File: config.mk
export PLATFORM = sky130hd
export DESIGN_NAME = tag_slot_allocator_top
export DESIGN_NICKNAME = d
export VERILOG_FILES = /design/src/rtl/tsa_pkg.sv /design/src/rtl/tsa_ctrl.sv /design/src/rtl/tsa_datapath.sv /design/src/rtl/tag_slot_allocator_top.sv
export SDC_FILE = /design/constraint.sdc
export NUM_CORES = 2
export LEC_CHECK = 0
export BUFFER_PORTS_ARGS = -buffer_cell sky130_fd_sc_hd__buf_4
export CAP_MARGIN = 20
export CORE_ASPECT_RATIO = 0.5
export CORE_UTILIZATION = 30
export CTS_CLUSTER_DIAMETER = 80
export CTS_CLUSTER_SIZE = 40
export DETAILED_ROUTE_END_ITERATION = 16
export PLACE_DENSITY_LB_ADDON = 0.1
export SLEW_MARGIN = 20
export SYNTH_ARGS = -nofsm -noshare
export SYNTH_HDL_FRONTEND = slang
export SYNTH_SLANG_ARGS = --single-unit
File: constraint.sdc
create_clock -name clk -period 18.4 [get_ports clk]
set_clock_uncertainty 0.2 [all_clocks]
set_input_delay 0 -clock clk [delete_from_list [all_inputs] [get_ports clk]]
set_output_delay 0 -clock clk [all_outputs]
set_load 0.02 [all_outputs]
File: src/rtl/tsa_pkg.sv
`default_nettype none

package tsa_pkg;

	// Table geometry
	localparam int POOL_CAPACITY = 256;
	localparam int IDX_W         = $clog2(POOL_CAPACITY);
	localparam int SLOT_W        = 16;
	localparam int OWNER_W       = 16;
	localparam int STATUS_W      = 3;
	localparam int OPCODE_W      = 2;

	// Free-slot search: the used bits are summarized per group of GRP_W slots
	localparam int GRP_W     = 16;
	localparam int LOW_W     = $clog2(GRP_W);
	localparam int NUM_GRP   = (POOL_CAPACITY + GRP_W - 1) / GRP_W;
	localparam int GRP_IDX_W = (NUM_GRP > 1) ? $clog2(NUM_GRP) : 1;

	typedef enum logic [OPCODE_W-1:0] {
		OP_ALLOC = 2'd0,
		OP_SET   = 2'd1,
		OP_GET   = 2'd2
	} opcode_t;

	typedef enum logic [STATUS_W-1:0] {
		ST_OK    = 3'd0,
		ST_SAME  = 3'd1,
		ST_TAKEN = 3'd2,
		ST_EMPTY = 3'd3,
		ST_RANGE = 3'd4,
		ST_FULL  = 3'd5
	} status_t;

	// Controller to datapath
	typedef struct packed {
		logic capture;   // input beat accepted: latch request, read table
		logic commit;    // decide, update table, load result register
	} cmd_t;

	// Datapath to controller
	typedef struct packed {
		logic wr_en;     // current request claims a slot
	} sts_t;

endpackage

`default_nettype wire

File: src/rtl/tsa_ctrl.sv
`default_nettype none

module tsa_ctrl (
	input  wire logic          clk,
	input  wire logic          arst_n,
	input  wire logic          in_valid,
	output logic               in_ready,
	output logic               out_valid,
	input  wire logic          out_ready,
	output tsa_pkg::cmd_t      cmd,
	input  wire tsa_pkg::sts_t sts
);

	typedef enum logic {
		S_IDLE,
		S_EXEC
	} state_t;

	state_t state_q;
	logic   out_valid_q;

	// Handshake and commands
	assign in_ready    = (state_q == S_IDLE);
	assign cmd.capture = in_valid && in_ready;
	assign cmd.commit  = (state_q == S_EXEC) && (!out_valid_q || out_ready);
	assign out_valid   = out_valid_q;

	// State and result-valid register
	always_ff @(posedge clk or negedge arst_n) begin
		if (!arst_n) begin
			state_q     <= S_IDLE;
			out_valid_q <= 1'b0;
		end else begin
			unique case (state_q)
				S_IDLE: begin
					if (cmd.capture) begin
						state_q <= S_EXEC;
					end
					if (out_valid_q && out_ready) begin
						out_valid_q <= 1'b0;
					end
				end
				S_EXEC: begin
					if (cmd.commit) begin
						state_q     <= S_IDLE;
						out_valid_q <= 1'b1;
					end
				end
				default: begin
					state_q <= S_IDLE;
				end
			endcase
		end
	end

`ifndef ASSERT_OFF
	a_capture_to_exec: assert property (@(posedge clk) disable iff (!arst_n)
		cmd.capture |=> (state_q == S_EXEC))
		else $error("accepted beat did not move to execute");

	a_write_only_on_commit: assert property (@(posedge clk) disable iff (!arst_n)
		(sts.wr_en && (state_q == S_IDLE)) |-> !cmd.commit)
		else $error("commit outside execute state");

	a_commit_gives_result: assert property (@(posedge clk) disable iff (!arst_n)
		cmd.commit |=> out_valid_q)
		else $error("commit did not present a result beat");
`endif

endmodule

`default_nettype wire

File: src/rtl/tsa_datapath.sv
`default_nettype none

module tsa_datapath (
	input  wire logic                          clk,
	input  wire logic                          arst_n,
	input  wire tsa_pkg::cmd_t                 cmd,
	output tsa_pkg::sts_t                      sts,
	input  wire logic [tsa_pkg::OPCODE_W-1:0]  opcode,
	input  wire logic [tsa_pkg::SLOT_W-1:0]    slot_index,
	input  wire logic [tsa_pkg::OWNER_W-1:0]   owner_id,
	output logic      [tsa_pkg::STATUS_W-1:0]  status,
	output logic      [tsa_pkg::SLOT_W-1:0]    granted_slot,
	output logic      [tsa_pkg::OWNER_W-1:0]   owner_found
);

	localparam int SCAN_W = tsa_pkg::NUM_GRP * tsa_pkg::GRP_W;

	// Table state
	logic [tsa_pkg::POOL_CAPACITY-1:0] used_q;
	logic [tsa_pkg::OWNER_W-1:0]       owner_mem [tsa_pkg::POOL_CAPACITY];

	// Request and lookup registers
	logic [tsa_pkg::OPCODE_W-1:0] op_q;
	logic [tsa_pkg::SLOT_W-1:0]   idx_q;
	logic [tsa_pkg::OWNER_W-1:0]  own_q;
	logic                         used_at_q;
	logic [tsa_pkg::OWNER_W-1:0]  rd_q;
	logic [tsa_pkg::NUM_GRP-1:0]  grp_any_q;
	logic [tsa_pkg::NUM_GRP-1:0][tsa_pkg::LOW_W-1:0] grp_low_q;

	// Result registers
	logic [tsa_pkg::STATUS_W-1:0] status_q;
	logic [tsa_pkg::SLOT_W-1:0]   granted_q;
	logic [tsa_pkg::OWNER_W-1:0]  found_q;

	logic [SCAN_W-1:0]                               free_vec;
	logic [tsa_pkg::NUM_GRP-1:0]                     grp_any_d;
	logic [tsa_pkg::NUM_GRP-1:0][tsa_pkg::LOW_W-1:0] grp_low_d;

	logic [tsa_pkg::GRP_IDX_W-1:0] sel_grp;
	logic                          any_free;
	logic [tsa_pkg::IDX_W-1:0]     alloc_slot;
	logic                          in_rng;
	logic [tsa_pkg::STATUS_W-1:0]  status_d;
	logic [tsa_pkg::SLOT_W-1:0]    granted_d;
	logic [tsa_pkg::OWNER_W-1:0]   found_d;
	logic                          wr_en;
	logic [tsa_pkg::IDX_W-1:0]     wr_addr;

	// Free map: slot 0 and slots past capacity never count as free
	always_comb begin
		for (int s = 0; s < SCAN_W; s++) begin
			if ((s > 0) && (s < tsa_pkg::POOL_CAPACITY)) begin
				free_vec[s] = !used_q[s];
			end else begin
				free_vec[s] = 1'b0;
			end
		end
	end

	// First level of the search: lowest free slot inside each group
	always_comb begin
		for (int g = 0; g < tsa_pkg::NUM_GRP; g++) begin
			grp_any_d[g] = |free_vec[g*tsa_pkg::GRP_W +: tsa_pkg::GRP_W];
			grp_low_d[g] = '0;
			for (int b = tsa_pkg::GRP_W - 1; b >= 0; b--) begin
				if (free_vec[g*tsa_pkg::GRP_W + b]) begin
					grp_low_d[g] = tsa_pkg::LOW_W'(b);
				end
			end
		end
	end

	// Capture the request, the table entry and the group summary
	always_ff @(posedge clk) begin
		if (cmd.capture) begin
			op_q      <= opcode;
			idx_q     <= slot_index;
			own_q     <= owner_id;
			used_at_q <= used_q[slot_index[tsa_pkg::IDX_W-1:0]];
			rd_q      <= owner_mem[slot_index[tsa_pkg::IDX_W-1:0]];
			grp_any_q <= grp_any_d;
			grp_low_q <= grp_low_d;
		end
		if (cmd.commit && wr_en) begin
			owner_mem[wr_addr] <= own_q;
		end
	end

	// Second level of the search: lowest group holding a free slot
	always_comb begin
		sel_grp = '0;
		for (int g = tsa_pkg::NUM_GRP - 1; g >= 0; g--) begin
			if (grp_any_q[g]) begin
				sel_grp = tsa_pkg::GRP_IDX_W'(g);
			end
		end
		any_free   = |grp_any_q;
		alloc_slot = tsa_pkg::IDX_W'({sel_grp, grp_low_q[sel_grp]});
	end

	assign in_rng = (idx_q < tsa_pkg::SLOT_W'(tsa_pkg::POOL_CAPACITY));

	// Decide the result and the table update
	always_comb begin
		status_d  = tsa_pkg::ST_RANGE;
		granted_d = '0;
		found_d   = '0;
		wr_en     = 1'b0;
		wr_addr   = idx_q[tsa_pkg::IDX_W-1:0];
		unique case (op_q)
			tsa_pkg::OP_ALLOC: begin
				wr_addr = alloc_slot;
				if (any_free) begin
					status_d  = tsa_pkg::ST_OK;
					granted_d = tsa_pkg::SLOT_W'(alloc_slot);
					wr_en     = 1'b1;
				end else begin
					status_d = tsa_pkg::ST_FULL;
				end
			end
			tsa_pkg::OP_SET: begin
				if (!in_rng) begin
					status_d = tsa_pkg::ST_RANGE;
				end else if (used_at_q) begin
					if (rd_q == own_q) begin
						status_d  = tsa_pkg::ST_SAME;
						granted_d = idx_q;
					end else begin
						status_d = tsa_pkg::ST_TAKEN;
					end
				end else begin
					status_d  = tsa_pkg::ST_OK;
					granted_d = idx_q;
					wr_en     = 1'b1;
				end
			end
			tsa_pkg::OP_GET: begin
				if (!in_rng) begin
					status_d = tsa_pkg::ST_RANGE;
				end else if (!used_at_q) begin
					status_d = tsa_pkg::ST_EMPTY;
				end else begin
					status_d = tsa_pkg::ST_OK;
					found_d  = rd_q;
				end
			end
			default: begin
				status_d = tsa_pkg::ST_RANGE;
			end
		endcase
	end

	assign sts.wr_en = wr_en;

	// Used bits
	always_ff @(posedge clk or negedge arst_n) begin
		if (!arst_n) begin
			used_q <= '0;
		end else if (cmd.commit && wr_en) begin
			used_q[wr_addr] <= 1'b1;
		end
	end

	// Result register
	always_ff @(posedge clk) begin
		if (cmd.commit) begin
			status_q  <= status_d;
			granted_q <= granted_d;
			found_q   <= found_d;
		end
	end

	assign status       = status_q;
	assign granted_slot = granted_q;
	assign owner_found  = found_q;

`ifndef ASSERT_OFF
	a_claim_free_slot: assert property (@(posedge clk) disable iff (!arst_n)
		(cmd.commit && wr_en) |-> !used_q[wr_addr])
		else $error("claim targets a slot already in use");

	a_claim_marks_used: assert property (@(posedge clk) disable iff (!arst_n)
		(cmd.commit && wr_en) |=> used_q[$past(wr_addr)])
		else $error("claimed slot not marked used");

	a_alloc_skips_zero: assert property (@(posedge clk) disable iff (!arst_n)
		(cmd.commit && (op_q == tsa_pkg::OP_ALLOC) && any_free) |=> (granted_q != '0))
		else $error("allocate granted the reserved slot");
`endif

endmodule

`default_nettype wire

File: src/rtl/tag_slot_allocator_top.sv
`default_nettype none

// Tag slot allocator: a table of 256 slots, each empty or owned by a 16-bit
// owner handle, all empty after reset. Opcode 0 claims the lowest free slot
// from 1 upward, opcode 1 claims a named slot, opcode 2 reads a slot's owner;
// one result beat per input beat, in order. The accept cycle of an item
// latches the request, reads the owner memory and registers a per-group
// summary of the used bits; the execute state then finishes the lowest-free
// search, writes the table and loads the result register. A new item is
// accepted in the cycle after that load, while the result still waits; the
// decide cycle of the following item holds until the result register is taken.
module tag_slot_allocator_top (
	input  wire logic                          clk,
	input  wire logic                          arst_n,
	input  wire logic                          in_valid,
	output logic                               in_ready,
	input  wire logic [tsa_pkg::OPCODE_W-1:0]  opcode,
	input  wire logic [tsa_pkg::SLOT_W-1:0]    slot_index,
	input  wire logic [tsa_pkg::OWNER_W-1:0]   owner_id,
	output logic                               out_valid,
	input  wire logic                          out_ready,
	output logic      [tsa_pkg::STATUS_W-1:0]  status,
	output logic      [tsa_pkg::SLOT_W-1:0]    granted_slot,
	output logic      [tsa_pkg::OWNER_W-1:0]   owner_found
);

	tsa_pkg::cmd_t cmd;
	tsa_pkg::sts_t sts;

	tsa_ctrl u_ctrl (
		.clk       (clk),
		.arst_n    (arst_n),
		.in_valid  (in_valid),
		.in_ready  (in_ready),
		.out_valid (out_valid),
		.out_ready (out_ready),
		.cmd       (cmd),
		.sts       (sts)
	);

	tsa_datapath u_datapath (
		.clk          (clk),
		.arst_n       (arst_n),
		.cmd          (cmd),
		.sts          (sts),
		.opcode       (opcode),
		.slot_index   (slot_index),
		.owner_id     (owner_id),
		.status       (status),
		.granted_slot (granted_slot),
		.owner_found  (owner_found)
	);

endmodule

`default_nettype wire
# Word-level counts from Yosys, hierarchy flattened
# Memory sizes are Yosys's and may differ from the RTL's. A register that Yosys moved wholly into a read port is not among the register bits.
# Index checks and enable logic that the tools add are counted.
# word_totals
inputBits	38
ramBits	4096
mem_bits_ro	0
word_cells	702
out_inout_bits	37
latchBits	0
reg_bits	408
mem_count	1
# op_classes
bitwise	2
mux	286
shift	0
eq_ne	5
order_cmp	5
n_reduce_logical	329
n_addsub	0
div	0
multipliers	0
# memory_table
memory	depth	width	rd	rd_ports_with_merged_regs	wr	line	rtl
u_datapath.owner_mem	256	16	1	1	1	tsa_datapath.sv:20	logic [tsa_pkg::OWNER_W-1:0] owner_mem [tsa_pkg::POOL_CAPACITY];
# ops
op	count
4-bit two-way mux	145
1-bit logical NOT	256
256-bit OR	1
16-bit OR reduction	16
3-bit two-way mux	67
8-bit AND reduction	15
2-bit two-way mux	35
4-bit AND reduction	15
16-bit two-way mux	3
16-bit case mux with 2 select lines	1
2-bit AND reduction	16
1-bit two-way mux	26
8-bit by 9-bit < comparator with 1-bit output, second input constant	2
4-bit binary-select mux with 4-bit select	1
16-bit == test	1
16-bit by 9-bit < comparator with 1-bit output, second input constant	1
8-bit two-way mux	2
15-bit OR reduction	1
3-bit case mux with 3 select lines	1
1-bit binary-select mux with 8-bit select	1
1-bit demux with 8-bit select	1
8-bit by 1-bit greater-or-equal comparator with 1-bit output, second input constant	1
7-bit AND reduction	1
1-bit case mux with 2 select lines	3
10 further kinds	15

# Longest topological paths before layout
# depth
ltp_word	24
mapped_depth	13

# By module
# Synthesis repeated with hierarchy kept, for this count alone.
# hier_totals
cells_unflattened	7993
hier_area_um2	179457.1
# modules_own_cells
mod	instances	seq_area_each_um2	area_per_inst_um2	cells_per_inst
tsa_datapath	1	134388.9	179368.3	7985
tsa_ctrl	1	50.0	88.8	8

# Worst setup path after synthesis
# OpenSTA, ideal clock, no wires.
# synth_timing
path_kind	flip-flop to flip-flop
from	register u_ctrl.state_q
to	register u_datapath.grp_any_q[0] (netlist name), enable pin
setup_slack_ps	11371
period_less_slack_ps	7029
stages_incl_launch_ff	2
arrival_ps	6191
n_path_buf	0
setup_time_ps	638
required_time_ps	17562
cell_sequence	dfrtp_1 > nor2b_1
# synth_rtl
element	line	rtl
start: declaration	tsa_ctrl.sv:19	state_t state_q;
start signal: assignment	tsa_ctrl.sv:31	state_q <= S_IDLE;
start signal: assignment	tsa_ctrl.sv:37	state_q <= S_EXEC;
start signal: assignment	tsa_ctrl.sv:45	state_q <= S_IDLE;
end signal: assignment	tsa_datapath.sv:82	grp_any_q <= grp_any_d;
end: declaration	tsa_datapath.sv:28	logic [tsa_pkg::NUM_GRP-1:0] grp_any_q;

# Worst setup path in the final report
# layout_timing
from	register u_datapath.grp_any_q[13] (netlist name)
to	memory u_datapath.owner_mem[80][8] (netlist name), enable pin
# layout_via
elab_chain_cells	17
elab_cells_between_ends	23
classes_between	mux: 21; reduce/logical: 2
# layout_lines
element	line	rtl
4-bit two-way mux (14 in a row)	tsa_datapath.sv:94	if (grp_any_q[g]) begin
4-bit binary-select mux with 4-bit select	tsa_datapath.sv:99	alloc_slot = tsa_pkg::IDX_W'({sel_grp, grp_low_q[sel_grp]});
4-bit two-way mux (implied by the code)	tsa_datapath.sv:99	
8-bit two-way mux	tsa_datapath.sv:111	unique case (op_q)
end: declaration	tsa_datapath.sv:20	
# Several ways; a longest one is shown, not always the timed one. The select of a mux whose other input is x is not followed.

==> results.toml <==
[worst_setup_path]
critPathCaptureType = "flop"
cpPeakStageDelay_ns = 0.82
cpMostUsedCell = "buf_4"
crit_type = "flop to flop"
critical_path_required_ns = 18.89
cp-start-kind = "flop"
cp_cell_sequence = "nor4_2, o21ai_4, nand2_2, a221o_1, a211oi_2, nor3_1, o31a_2, buf_4, buf_4, buf_4, buf_4, nor3_2, buf_4"
slowest_stage = "nor4_2"
arrival_ns = 7.06
cp_max_fo = 38

[synthesis]
synthMuxAreaShare_pct = 18.3
ys_seq_area_share_pct = 75.3
synth_edf_count = 4262
ys_types = 60
yosysMostFrequentCell = "edfxtp_1"
synth_top_area_share_pct = 71.7
synthesis.area_mm2 = 0.179
yosys-top-cells-count = "edfxtp_1 (4262), mux4_2 (1446), clkbuf_1 (273)"
synth-compound-area-share_pct = 2.51
synth.avg_cell_area_um2 = 22.5
ys.flop_type = "edfxtp_1"
synth_xor_xnor_area_share_pct = 0.0785
synth_top_family_by_area = "multiplexers"
synth-seq-cells = 4520
ys_async_sr_fraction_pct = 5.71
synth_warnings = 0
yosys.area_share.simple_pct = 2.00
synthAdderAreaFrac_pct = 0
syn_inst = 7946
yosysTopAreaCell = "edfxtp_1"
synth.area.top_cells = "edfxtp_1 (72%), mux4_2 (18%), dfrtp_1 (3.6%)"

[power_and_ir_drop]
leakagePower_nw = 60.6
power_density_mw_per_mm2 = 97.5
peakVddDrop_uv = 87.1

[die]
io_pins = 75
die_y_um = 547
die_area_mm2 = 0.598
row_count = 199
core-area_mm2 = 0.590
start_util_pct = 30.3
die_x_um = 1090

[clock_tree]
cts_tree = "done"
worst_skew_pair.late_latency_ns = 0.95
cts.sinks = 4520
htreeDepth = 4
clkTransAtPathRegs_ns = 0.15
cts_buffer_depth = 4
clockRootBuffer = "clkbuf_16"
cts_buffers = 157
postCtsSetupBuffers = 0
cts.repair.resized = 0

[timing]
slew_violations = 0
maxSlewHeadroom_pct = 15.8
setup_tns_ns = 0
min_period_ns = 6.58
post-route-period-util_pct = 35.7
tightest_slew_ns = 1.26
hold_viol_final = 0
rsz0062_at_grt = "no"
fmax_ghz = 0.152
setup_viol_count_final = 0

[global_routing]
grtUsageTotal_pct = 17.6
first_global_vias = 85600
grt-ovfl-total = 0
antenna_found_initial = 65
grt_max_degree = 147
grt_pass1_wl_um = 742000

[routing]
vias = 84400
wl_per_cell_um = 33.3
vias_per_cell = 5.23
first_pass_iters = 5
routed_wl_um = 537000
route.detailed.drc = 0
drt_iter0_drc = 8756
ant_nets = 0

[layout]
top_register = "u_datapath.owner_mem"
layout-drive-gt1-share_pct = 31.6
post-route-util_pct = 33.6
largest_reg_flops = 4096
reg.largest.list = "u_datapath.owner_mem x4096, u_datapath.used_q x256, u_datapath.grp_low_q x64"
layout.nets = 8228
area_growth_pct = 11.0
fillCellCount = 54900

[place]
portBuffers = 74
gp_congestion = 0.775
dpl.hpwl_um = 321000

[run]
maxCapViolCount = 0

[status]
status = "completed"

[hold_path]
hold_path.class = "primary input to flop"
[power by group]
part           internal (mW)  switching [mW]
Clock                   1.86            3.42
Sequential              11.7          0.0922
Combinational          0.534            1.76
Total                   14.1            5.27
[layout make-up]
type	instances	area, um^2	share of cell area, %
clock inverters	89	1300	0.654
flip-flops and latches	4520	134000	67.8
repair buffers	607	5190	2.62
diodes	20	50.0	0.0252
well taps	7839	9810	4.95
clock buffers	172	4100	2.07
multi-input cells	2646	42400	21.4
inverters	258	968	0.488
[through the flow]
stage | hold slack, ns | area (um^2) | worst slack, ns | std cells | power [mW]
global route | 0.0909 | 198000 | 11.45 | 16100 | 19.9
finish | 0.131 | 198000 | 11.82 | 16200 | 19.3
detailed placement | -0.183 | 192000 | 11.80 | 15800 | 14.3
floorplan | -0.496 | 179000 | 11.37 | 7953 | 13.2
CTS | 0.0549 | 198000 | 11.80 | 16100 | 19.6
global placement | -0.178 | 192000 | 11.85 | 15800 | 14.3
[path summary, 6_finish.rpt]
| path | cells past startpoint | end | slack, ns | startpoint |
|---|---|---|---|---|
| max in group asynchronous | 6 | u_datapath.used_q[209]$_DFFE_PN0P_ | 15.77 | arst_n |
| max reg2reg | 13 | u_datapath.owner_mem[80][8]$_DFFE_PP_ | 11.82 | u_datapath.grp_any_q[13]$_DFFE_PP_ |
| min | 3 | u_datapath.op_q[0]$_DFFE_PP_ | 0.13 | opcode[0] |
| min reg2reg | 2 | u_datapath.used_q[0]$_DFFE_PN0P_ | 0.30 | u_datapath.used_q[0]$_DFFE_PN0P_ |
| max | 13 | u_datapath.owner_mem[80][8]$_DFFE_PP_ | 11.82 | u_datapath.grp_any_q[13]$_DFFE_PP_ |
| min in group asynchronous | 5 | u_ctrl.out_valid$_DFFE_PN0P_ | 0.52 | arst_n |
[critical path, delay by kind of cell (launching register included)]
| family | cells | cell delay [ns] |
|---|---|---|
| buffers and inverters | 5 | 2.30 |
| DFF | 1 | 0.46 |
| and+or+nand+nor | 4 | 1.89 |
| AOI/OAI and AO/OA | 4 | 1.38 |
[per-layer routing]
| metal | global-route usage, % | vias up | wire [um] |
|---|---|---|---|
| li1 | - | 34200 | - |
| met2 | 27.7 | 1848 | 248000 |
| met5 | 0 | - | 46 |
| met4 | 1.78 | 8 | 6370 |
| met1 | 27.1 | 48100 | 260000 |
| met3 | 2.04 | 311 | 23200 |
[layout by cell type (no fill, tap or decap), drive strengths merged, types with 70 or more instances in the layout]
cell,n
edfxtp,4262
mux4,1446
buf,537
inv,304
dfrtp,258
clkbuf,172
nor3,167
nor4,136
o31ai,131
o41ai,129
nand2,101
a21oi,87
nor2,78
dlygate4sd3,70
[cells by family (layout without fill, tap and decap cells)]
group | count (synthesis) | count (layout)
AOI/OAI and AO/OA | 525 | 525
xor gates and xnor gates | 16 | 16
buffers and inverters | 787 | 1126
DFF | 4520 | 4520
muxes | 1456 | 1456
other | 1 | 28
and+or+nand+nor | 641 | 641
[what timing repair did]
action                                  4_1_cts  5_1_grt
endpoints found under the setup margin        0        0
hold endpoints to repair                    392        0
hold buffers                                 71        0
(Power assumes the default switching activity.)
